--- config.mk ---
export PLATFORM = sky130hd
export DESIGN_NAME = gcd_lcm_unit
export DESIGN_NICKNAME = d
export VERILOG_FILES = /design/src/gcl_pkg.sv /design/src/gcl_alu.sv /design/src/gcl_engine.sv /design/src/gcd_lcm_unit.sv
export SDC_FILE = /design/constraint.sdc
export NUM_CORES = 1
export LEC_CHECK = 0
export BUFFER_PORTS_ARGS = -buffer_cell sky130_fd_sc_hd__buf_2
export CAP_MARGIN = 0
export CELL_PAD_IN_SITES_DETAIL_PLACEMENT = 1
export CELL_PAD_IN_SITES_GLOBAL_PLACEMENT = 1
export CORE_MARGIN = 1.5
export CORE_UTILIZATION = 49
export DETAILED_ROUTE_END_ITERATION = 10
export MAX_ROUTING_LAYER = met4
export PLACE_DENSITY_LB_ADDON = 0.1
export SYNTH_ARGS = -nofsm -noshare
export SYNTH_HDL_FRONTEND = slang
export SYNTH_SLANG_ARGS = --single-unit
--- constraint.sdc ---
create_clock -name clk -period 12.88 [get_ports clk]
set_input_delay 2.576 -clock clk [delete_from_list [all_inputs] [get_ports clk]]
set_output_delay 2.576 -clock clk [all_outputs]
set_load 0.01 [all_outputs]
--- src/gcl_pkg.sv ---
// Shared types and constants for the GCD / LCM unit.
package gcl_pkg;

  localparam int DATA_WIDTH = 31;
  localparam int CNT_W      = $clog2(DATA_WIDTH);
  localparam int ALU_W      = DATA_WIDTH + 2;

  localparam logic [DATA_WIDTH-1:0] DATA_MAX = {DATA_WIDTH{1'b1}};

  typedef struct packed {
    logic [DATA_WIDTH-1:0] operand_a;
    logic [DATA_WIDTH-1:0] operand_b;
  } req_t;

  typedef struct packed {
    logic [DATA_WIDTH-1:0] gcd_value;
    logic [DATA_WIDTH-1:0] lcm_value;
    logic                  lcm_overflow;
  } rsp_t;

  typedef enum logic {
    ALU_ADD,
    ALU_SUB
  } alu_op_t;

  typedef enum logic [2:0] {
    S_IDLE,
    S_ALIGN,
    S_REDUCE,
    S_DIV,
    S_MUL,
    S_DONE
  } state_t;

  typedef struct packed {
    logic idle;
    logic done;
  } eng_status_t;

endpackage

--- src/gcl_alu.sv ---
// Shared adder/subtractor for the reduce, divide and multiply steps.
module gcl_alu (
  input  gcl_pkg::alu_op_t                 op,
  input  logic [gcl_pkg::DATA_WIDTH:0]     x,
  input  logic [gcl_pkg::DATA_WIDTH-1:0]   y,
  output logic [gcl_pkg::ALU_W-1:0]        res
);
  import gcl_pkg::*;

  logic [ALU_W-1:0] xe;
  logic [ALU_W-1:0] ye;

  assign xe = {1'b0, x};
  assign ye = {2'b00, y};

  always_comb begin
    unique case (op)
      ALU_ADD: res = xe + ye;
      ALU_SUB: res = xe - ye;
      default: res = xe;
    endcase
  end

endmodule

--- src/gcl_engine.sv ---
// Sequencer and datapath: binary GCD, restoring divide, shift-add multiply.
module gcl_engine (
  input  logic                 clk,
  input  logic                 rst,
  input  logic                 start,
  input  gcl_pkg::req_t        req,
  input  logic                 take,
  output gcl_pkg::eng_status_t status,
  output gcl_pkg::rsp_t        rsp
);
  import gcl_pkg::*;

  state_t                state, state_next;
  logic [DATA_WIDTH-1:0] u, u_next;
  logic [DATA_WIDTH-1:0] v, v_next;
  logic [DATA_WIDTH-1:0] g, g_next;
  logic [DATA_WIDTH-1:0] quo, quo_next;
  logic [DATA_WIDTH-1:0] mpl, mpl_next;
  logic [DATA_WIDTH-1:0] rem, rem_next;
  logic [DATA_WIDTH-1:0] acc, acc_next;
  logic                  ovf, ovf_next;
  logic [CNT_W-1:0]      k, k_next;
  logic [CNT_W-1:0]      cnt, cnt_next;

  alu_op_t               alu_op;
  logic [DATA_WIDTH:0]   alu_x;
  logic [DATA_WIDTH-1:0] alu_y;
  logic [ALU_W-1:0]      alu_res;

  logic                  u_gt;
  logic [DATA_WIDTH:0]   rem_sh;
  logic                  qbit;
  logic                  cnt_last;

  gcl_alu u_alu (
    .op  (alu_op),
    .x   (alu_x),
    .y   (alu_y),
    .res (alu_res)
  );

  assign u_gt     = u > v;
  assign rem_sh   = {rem, quo[DATA_WIDTH-1]};
  assign qbit     = ~alu_res[ALU_W-1];
  assign cnt_last = cnt == CNT_W'(DATA_WIDTH - 1);

  always_ff @(posedge clk) begin
    if (rst) begin
      state <= S_IDLE;
    end else begin
      state <= state_next;
    end
  end

  always_ff @(posedge clk) begin
    u   <= u_next;
    v   <= v_next;
    g   <= g_next;
    quo <= quo_next;
    mpl <= mpl_next;
    rem <= rem_next;
    acc <= acc_next;
    ovf <= ovf_next;
    k   <= k_next;
    cnt <= cnt_next;
  end

  always_comb begin
    state_next = state;
    u_next     = u;
    v_next     = v;
    g_next     = g;
    quo_next   = quo;
    mpl_next   = mpl;
    rem_next   = rem;
    acc_next   = acc;
    ovf_next   = ovf;
    k_next     = k;
    cnt_next   = cnt;
    alu_op     = ALU_ADD;
    alu_x      = '0;
    alu_y      = '0;

    unique case (state)
      S_IDLE: begin
        if (start) begin
          u_next     = req.operand_a;
          v_next     = req.operand_b;
          quo_next   = req.operand_a;
          mpl_next   = req.operand_b;
          k_next     = '0;
          state_next = S_ALIGN;
        end
      end

      S_ALIGN: begin
        if (u == '0 || v == '0) begin
          g_next     = u | v;
          acc_next   = '0;
          ovf_next   = 1'b0;
          state_next = S_DONE;
        end else if (!u[0] && !v[0]) begin
          u_next = u >> 1;
          v_next = v >> 1;
          k_next = k + 1'b1;
        end else begin
          state_next = S_REDUCE;
        end
      end

      S_REDUCE: begin
        alu_op = ALU_SUB;
        alu_x  = {1'b0, (u_gt ? u : v)};
        alu_y  = u_gt ? v : u;
        if (u == v) begin
          g_next     = u << k;
          rem_next   = '0;
          cnt_next   = '0;
          state_next = S_DIV;
        end else if (!u[0]) begin
          u_next = u >> 1;
        end else if (!v[0]) begin
          v_next = v >> 1;
        end else if (u_gt) begin
          u_next = {1'b0, alu_res[DATA_WIDTH-1:1]};
        end else begin
          v_next = {1'b0, alu_res[DATA_WIDTH-1:1]};
        end
      end

      S_DIV: begin
        alu_op   = ALU_SUB;
        alu_x    = rem_sh;
        alu_y    = g;
        rem_next = qbit ? alu_res[DATA_WIDTH-1:0] : rem_sh[DATA_WIDTH-1:0];
        quo_next = {quo[DATA_WIDTH-2:0], qbit};
        cnt_next = cnt + 1'b1;
        if (cnt_last) begin
          cnt_next   = '0;
          acc_next   = '0;
          ovf_next   = 1'b0;
          state_next = S_MUL;
        end
      end

      S_MUL: begin
        alu_op   = ALU_ADD;
        alu_x    = {acc, 1'b0};
        alu_y    = mpl[DATA_WIDTH-1] ? quo : '0;
        mpl_next = mpl << 1;
        cnt_next = cnt + 1'b1;
        if (!ovf) begin
          if (alu_res > {2'b00, DATA_MAX}) begin
            ovf_next = 1'b1;
          end else begin
            acc_next = alu_res[DATA_WIDTH-1:0];
          end
        end
        if (cnt_last) begin
          state_next = S_DONE;
        end
      end

      S_DONE: begin
        if (take) begin
          state_next = S_IDLE;
        end
      end

      default: state_next = S_IDLE;
    endcase
  end

  assign status.idle       = state == S_IDLE;
  assign status.done       = state == S_DONE;
  assign rsp.gcd_value     = g;
  assign rsp.lcm_value     = ovf ? DATA_MAX : acc;
  assign rsp.lcm_overflow  = ovf;

endmodule

--- src/gcd_lcm_unit.sv ---
// Top level of the GCD / LCM unit: request handshake and result register.
// Each request carries two unsigned 31-bit operands and returns one result with
// their greatest common divisor, least common multiple and an overflow flag
// (multiple saturated to all ones). One shared adder/subtractor does all the
// work under a sequencer, so a request is taken only while the engine is idle.
// A request runs c alignment steps, c being the number of common factors of
// two (at most 30), then r binary-GCD reduction steps (at most about 2*31),
// then 31 divide steps for a/gcd and 31 multiply steps for the multiple.
// With either operand zero it goes from the alignment check to the result.
// A finished result waits in the output register while the next request runs.
module gcd_lcm_unit (
  input  logic          clk,
  input  logic          rst,
  input  logic          in_valid,
  output logic          in_ready,
  input  gcl_pkg::req_t in_req,
  output logic          out_valid,
  input  logic          out_ready,
  output gcl_pkg::rsp_t out_rsp
);
  import gcl_pkg::*;

  eng_status_t status;
  rsp_t        eng_rsp;
  logic        take;

  gcl_engine u_engine (
    .clk    (clk),
    .rst    (rst),
    .start  (in_valid),
    .req    (in_req),
    .take   (take),
    .status (status),
    .rsp    (eng_rsp)
  );

  assign in_ready = status.idle;
  assign take     = status.done && (!out_valid || out_ready);

  always_ff @(posedge clk) begin
    if (rst) begin
      out_valid <= 1'b0;
    end else if (take) begin
      out_valid <= 1'b1;
    end else if (out_ready) begin
      out_valid <= 1'b0;
    end
  end

  always_ff @(posedge clk) begin
    if (take) begin
      out_rsp <= eng_rsp;
    end
  end

endmodule

* Word-level counts from Yosys, hierarchy flattened *
Index checks and enable logic that the tools add are counted.

operators by class
  bitwise gates (word level) = 3
  reductions and logical operators = 33
  equality and inequality tests = 23
  muxes and demuxes = 58
  add/subtract/negate cells = 4
  $lt $le $gt $ge = 2
  shift-type cells = 1

operator list
  operator                                              count
  2-to-1 mux 31 bit                                     25
  one-hot mux 31 bit (3 select lines)                   4
  one-hot mux 31 bit (2 select lines)                   4
  one-hot mux 32 bit (3 select lines)                   1
  one-hot mux 33 bit (2 select lines)                   1
  logical NOT 31 bit                                    2
  adder 32 x 31 -> 33 bit                               1
  > comparator 33 x 31 -> 1 bit, second input constant  1
  subtractor 32 x 31 -> 33 bit                          1
  == test 31 bit                                        1
  > comparator 31 bit                                   1
  bitwise OR 31 bit                                     1
  << shifter 31 x 5 -> 31 bit                           1
  2-to-1 mux 5 bit                                      5
  2-to-1 mux 3 bit                                      7
  one-hot mux 3 bit (6 select lines)                    1
  one-hot mux 5 bit (3 select lines)                    1
  != test 2 x 1 -> 1 bit, second input constant         7
  AND reduction 7 bit                                   2
  AND reduction 6 bit                                   2
  nonzero test 2 bit                                    6
  adder 5 x 1 -> 5 bit, second input constant           2
  != test 2 bit, second input constant                  5
  one-hot mux 5 bit (2 select lines)                    1
  19 further kinds                                      41

storage, ports and cells
  word-level logic and storage cells = 141
  flip-flop bits (word level) = 295
  input port bits = 66
  output and inout bits = 65

* Longest topological paths before layout *
  depth in word-level cells = 10
  depth in mapped cells = 31
  mapped depth without buffers = 28

* By module *
From an unflattened synthesis, not the netlist that was laid out.

unflattened totals
  cell total of the unflattened synthesis = 1867
  area total of the unflattened synthesis = 18946.9 um^2

by module, submodules not included
  module        seq. area each (um^2)  cells an instance  instances  area each (um^2)
  gcl_engine    6906.6                 1462               1          14670.3
  gcl_alu       0.0                    337                1          2329.7
  gcd_lcm_unit  1911.8                 68                 1          1946.9

* Worst setup path before layout *
OpenSTA, ideal clock, no wires.

  path type = flip-flop to flip-flop
  start = register u_engine.u[5]
  end = register u_engine.acc[0] (enable)
  arrival = 8726 ps
  setup slack = 3688 ps
  cell stages (with the launch flop) = 27
  cells stage by stage = edfxtp_1 -> inv_1 -> ha_1 -> or4_4 -> or4_4 -> o21ai_1 -> a211oi_1 -> or2_1 -> buf_6 -> a221oi_1 -> ha_1 -> and3_1 -> nand2_1 -> o41ai_1 -> xor2_1 -> ha_1 -> a41o_1 -> a221oi_1 -> nand3_1 -> a211oi_1 -> o31ai_1 -> o211ai_1 -> o211ai_1 -> a21o_1 -> a21oi_1 -> xnor2_1 -> o31ai_1

between the ends
  longest elaborated chain between the ends = 8
  elaborated cells between the ends (all ways) = 14

RTL lines
  item                                                                                        RTL line                              RTL
  start, declared                                                                             gcl_engine.sv:14                      logic [DATA_WIDTH-1:0] u, u_next;
  start signal, assigned                                                                      gcl_engine.sv:56                      u <= u_next;
  > comparator 31 bit                                                                         gcl_engine.sv:42                      assign u_gt = u > v;
  2-to-1 mux 31 bit, on equally long branches                                                 gcl_engine.sv:113, gcl_engine.sv:114
  one-hot mux 32 bit (3 select lines) or one-hot mux 31 bit (3 select lines) (tied branches)  gcl_engine.sv:84                      unique case (state)
  subtractor 32 x 31 -> 33 bit or adder 32 x 31 -> 33 bit (tied branches)                     gcl_alu.sv:19, gcl_alu.sv:18
  one-hot mux 33 bit (2 select lines)                                                         gcl_alu.sv:17                         unique case (op)
  > comparator 33 x 31 -> 1 bit                                                               gcl_engine.sv:153                     if (alu_res > {2'b00, DATA_MAX}) begin
  != test 2 bit (no line)                                                                     -
  AND reduction 5 bit (no line) (*)                                                           -
  end signal, assigned                                                                        gcl_engine.sv:62                      acc <= acc_next;
  end, declared                                                                               gcl_engine.sv:20                      logic [DATA_WIDTH-1:0] acc, acc_next;

Mark *: on every way between the ends. The rest lies on a longest branch, timed or not.
A chain may end at the register's enable or synchronous reset.

* Worst setup path after layout *
  start = register u_engine.u[17]
  end = register u_engine.acc[11] (enable)

Same word-level chain as after synthesis.

==> flow_metrics.py <==
metrics = {
    "critical_path": {
        "rr_startpoint": "u_engine.u[17]",
        "cp-end-kind": "flop",
        "cp.required_ns": 13.08,
        "rrSetupSlack_ns": 3.21,
        "worstSetupPathType": "flop to flop",
        "rr_endpoint": "u_engine.acc[11]",
        "critPathMaxFanout": 60,
        "startpoint_type": "flop",
        "reg2reg_depth": 27,
        "cp_data_arrival_time_ns": 9.87,
    },
    "layout": {
        "seq_area_um2": 8820,
        "syn_to_final_growth_pct": 12.3,
        "final_cells": 2458,
        "nets": 2085,
        "mostFrequentLayoutCell": "edfxtp_1",
        "fillCellCount": 4147,
        "fin_util": 0.555,
        "drive_gt1_frac": 0.159,
        "multi_input_area_um2": 8990,
        "layout_common_cells": "edfxtp_1, nand2_1, nor2_1",
    },
    "synthesis": {
        "yosysTopAreaCellShare": 0.471,
        "syn_inst": 1844,
        "synth-adder-area-share": 0.0672,
        "synthSimpleGateAreaFrac": 0.146,
        "synth-edff-count": 291,
        "synth_xor_xnor_area_share": 0.0298,
        "ys_seq_area_frac": 0.476,
        "synth_async_sr_flop_share": 0,
        "syn_nets": 2009,
        "synth_top_family_by_area": "compound AO/OA/AOI/OAI gates",
        "netlist_area_um2": 18500,
        "synth_ff_type": "edfxtp_1",
        "avgSynthCellArea_um2": 10.1,
        "yosysUniqueCellTypes": 82,
        "synth_top_cells_by_area": "edfxtp_1, ha_1, nand2_1, o21ai_0, nor2_1",
        "synth_compound_area_frac": 0.192,
        "synth_mux_area_frac": 0.0450,
        "synth-seq-cells": 295,
        "yosysTopAreaCell": "edfxtp_1",
        "ys_warn_count": 0,
    },
    "route": {
        "drt_iter0_drc": 2327,
        "wl_mm": 75.6,
        "num_vias": 16588,
        "dr.pass1.iters": 9,
        "final_antenna_net_count": 0,
        "viasPerCell": 6.75,
        "wl_per_cell_um": 30.7,
        "drc": 0,
    },
    "hold_path": {
        "holdCritStartpoint": "u_engine.g[18]",
        "hold_end": "out_rsp[50]",
        "min_path_cells": 0,
        "hold_class": "flop to flop",
    },
    "sta": {
        "rsz0062_at_grt": "false",
        "post-route-period-util": 0.751,
        "slew_viol_final": 0,
        "fin_crit_ns": 9.67,
        "fin_worst_skew_ns": 0.0288,
        "tightestPinTransition_ns": 1.36,
        "fin_hold_ws_ns": 0.448,
        "tns_ns": 0,
        "max_slew_margin": 0.0687,
        "max_freq_mhz": 103,
        "final_hold_viol_count": 0,
        "setup_viol": 0,
    },
    "global_route": {
        "antenna_found_initial": 2,
        "grtUsageTotal": 0.397,
        "gr-usage-met1": 0.560,
        "grt_busiest_layer": "met2",
        "grt_pass1_vias": 16022,
        "grt_util_met3": 0.0818,
        "grt_max_degree": 64,
        "grt_first_pass_wirelength_mm": 109,
        "overflow": 0,
        "met2_usage": 0.567,
    },
    "floorplan": {
        "die_area_um2": 39000,
        "initial_core_util": 0.494,
        "rows": 71,
        "fp.dieH_um": 198,
        "num_io_pins": 131,
        "core_area_um2": 37500,
        "fp.dieW_um": 198,
    },
    "placed_design": {
        "place_congestion": 0.948,
        "dp.cells": 2395,
        "portBuffers": 130,
        "dp_hpwl_mm": 55.6,
    },
    "clock_tree": {
        "htreeDepth": 2,
        "cts_resized": 0,
        "clk_pin_slew_worst_paths_ns": 0.06,
        "cts_setup_buffers": 0,
        "cts_tree": "yes",
        "cts-root-buf": "clkbuf_16",
        "clkSinkCount": 295,
        "ctsHoldBuffers": 0,
        "cts_inserted_buffers": 34,
        "worstSkewPairLatency_ns": 0.56,
        "cts_buffer_depth": 3,
    },
    "flow_run": {
        "max_cap_violations": 0,
    },
    "status": {
        "status": "finished clean",
    },
}
worst max path at each step:
stage	from	endpoint	slack, ns	cells past startpoint
floorplan	u_engine.u[5]	u_engine.acc[0]	3.69	26
global placement	u_engine.u[18]	u_engine.acc[15]	3.71	27
detailed placement	u_engine.u[17]	u_engine.acc[17]	3.48	27
CTS	u_engine.u[17]	u_engine.acc[15]	3.40	27
global route	u_engine.u[17]	u_engine.acc[17]	2.67	27
finish	u_engine.u[17]	u_engine.acc[11]	3.21	27
final cells by class:
class	instances	area share
Antenna cell	2	0.000240
Clock inverter	18	0.0100
Timing Repair Buffer	161	0.0424
Clock buffer	43	0.0445
Tap cell	511	0.0307
Inverter	92	0.0166
Sequential cell	295	0.424
Multi-Input combinational cell	1336	0.432
layer usage:
metal / share of wire / wire length (um)
met5: 0 / 0
met4: 0.035 / 2640
met3: 0.12 / 8750
met2: 0.43 / 32300
met1: 0.42 / 31900
cells in the mapped netlist (17+ instances only):
cell,count
nand2_1,242
xor2_1,36
a221oi_1,18
mux4_2,21
xnor2_1,27
a22oi_1,62
a211oi_1,18
or2_2,34
ha_1,98
a22o_1,21
o21ai_0,143
nor3_1,17
mux2i_1,26
a21oi_1,117
clkbuf_1,104
edfxtp_1,291
nor2_1,165
nand2b_1,21
o22ai_1,18
a222oi_1,36
inv_1,91
flip-flops by register name, summed over array words and instances, names as in the netlist:
name and flops:
u_engine.cnt 5, u_engine.ovf 1, u_engine.k 5, u_engine.quo 31
out_rsp 63, u_engine.mpl 31, u_engine.u 31, u_engine.v 31
u_engine.state 3, u_engine.acc 31, u_engine.rem 31, out_valid 1
u_engine.g 31
metrics by stage:
stage	cell area, um^2	worst slack (ns)
global placement	19700	3.71
detailed placement	19700	3.48
global route	20800	2.67
floorplan	18500	3.69
finish	20800	3.21
CTS	20800	3.40
worst max-delay path: stages, from the launching register on:
cell      delay (ns)
edfxtp_1        0.55
inv_1           0.13
ha_1            0.31
nor4_1          0.66
nand4_1         0.39
nor3_4          0.41
a211oi_2        0.13
or2_2           0.56
a221oi_1        0.62
ha_1            0.29
and3_1          0.28
nand2_1         0.14
o41ai_1         0.43
xor2_1          0.24
ha_1            0.34
a41o_1          0.26
a221oi_1        0.49
nand3_1         0.15
a211oi_1        0.37
o31ai_1         0.20
o211ai_1        0.20
o211ai_1        0.19
a21o_1          0.24
a21oi_4         0.14
buf_4           0.56
xnor2_1         0.27
o31ai_4         0.26
buf_4           0.44
cell families after synthesis:
| group | count (synthesis) |
|---|---|
| compound gates | 530 |
| fa+ha+maj | 99 |
| simple gates | 588 |
| flops | 295 |
| buf+inv | 213 |
| mux | 56 |
| xor+xnor | 63 |
Power is not shown: default switching activity piles up to over one toggle a cycle in this logic, so the estimate is an artifact.
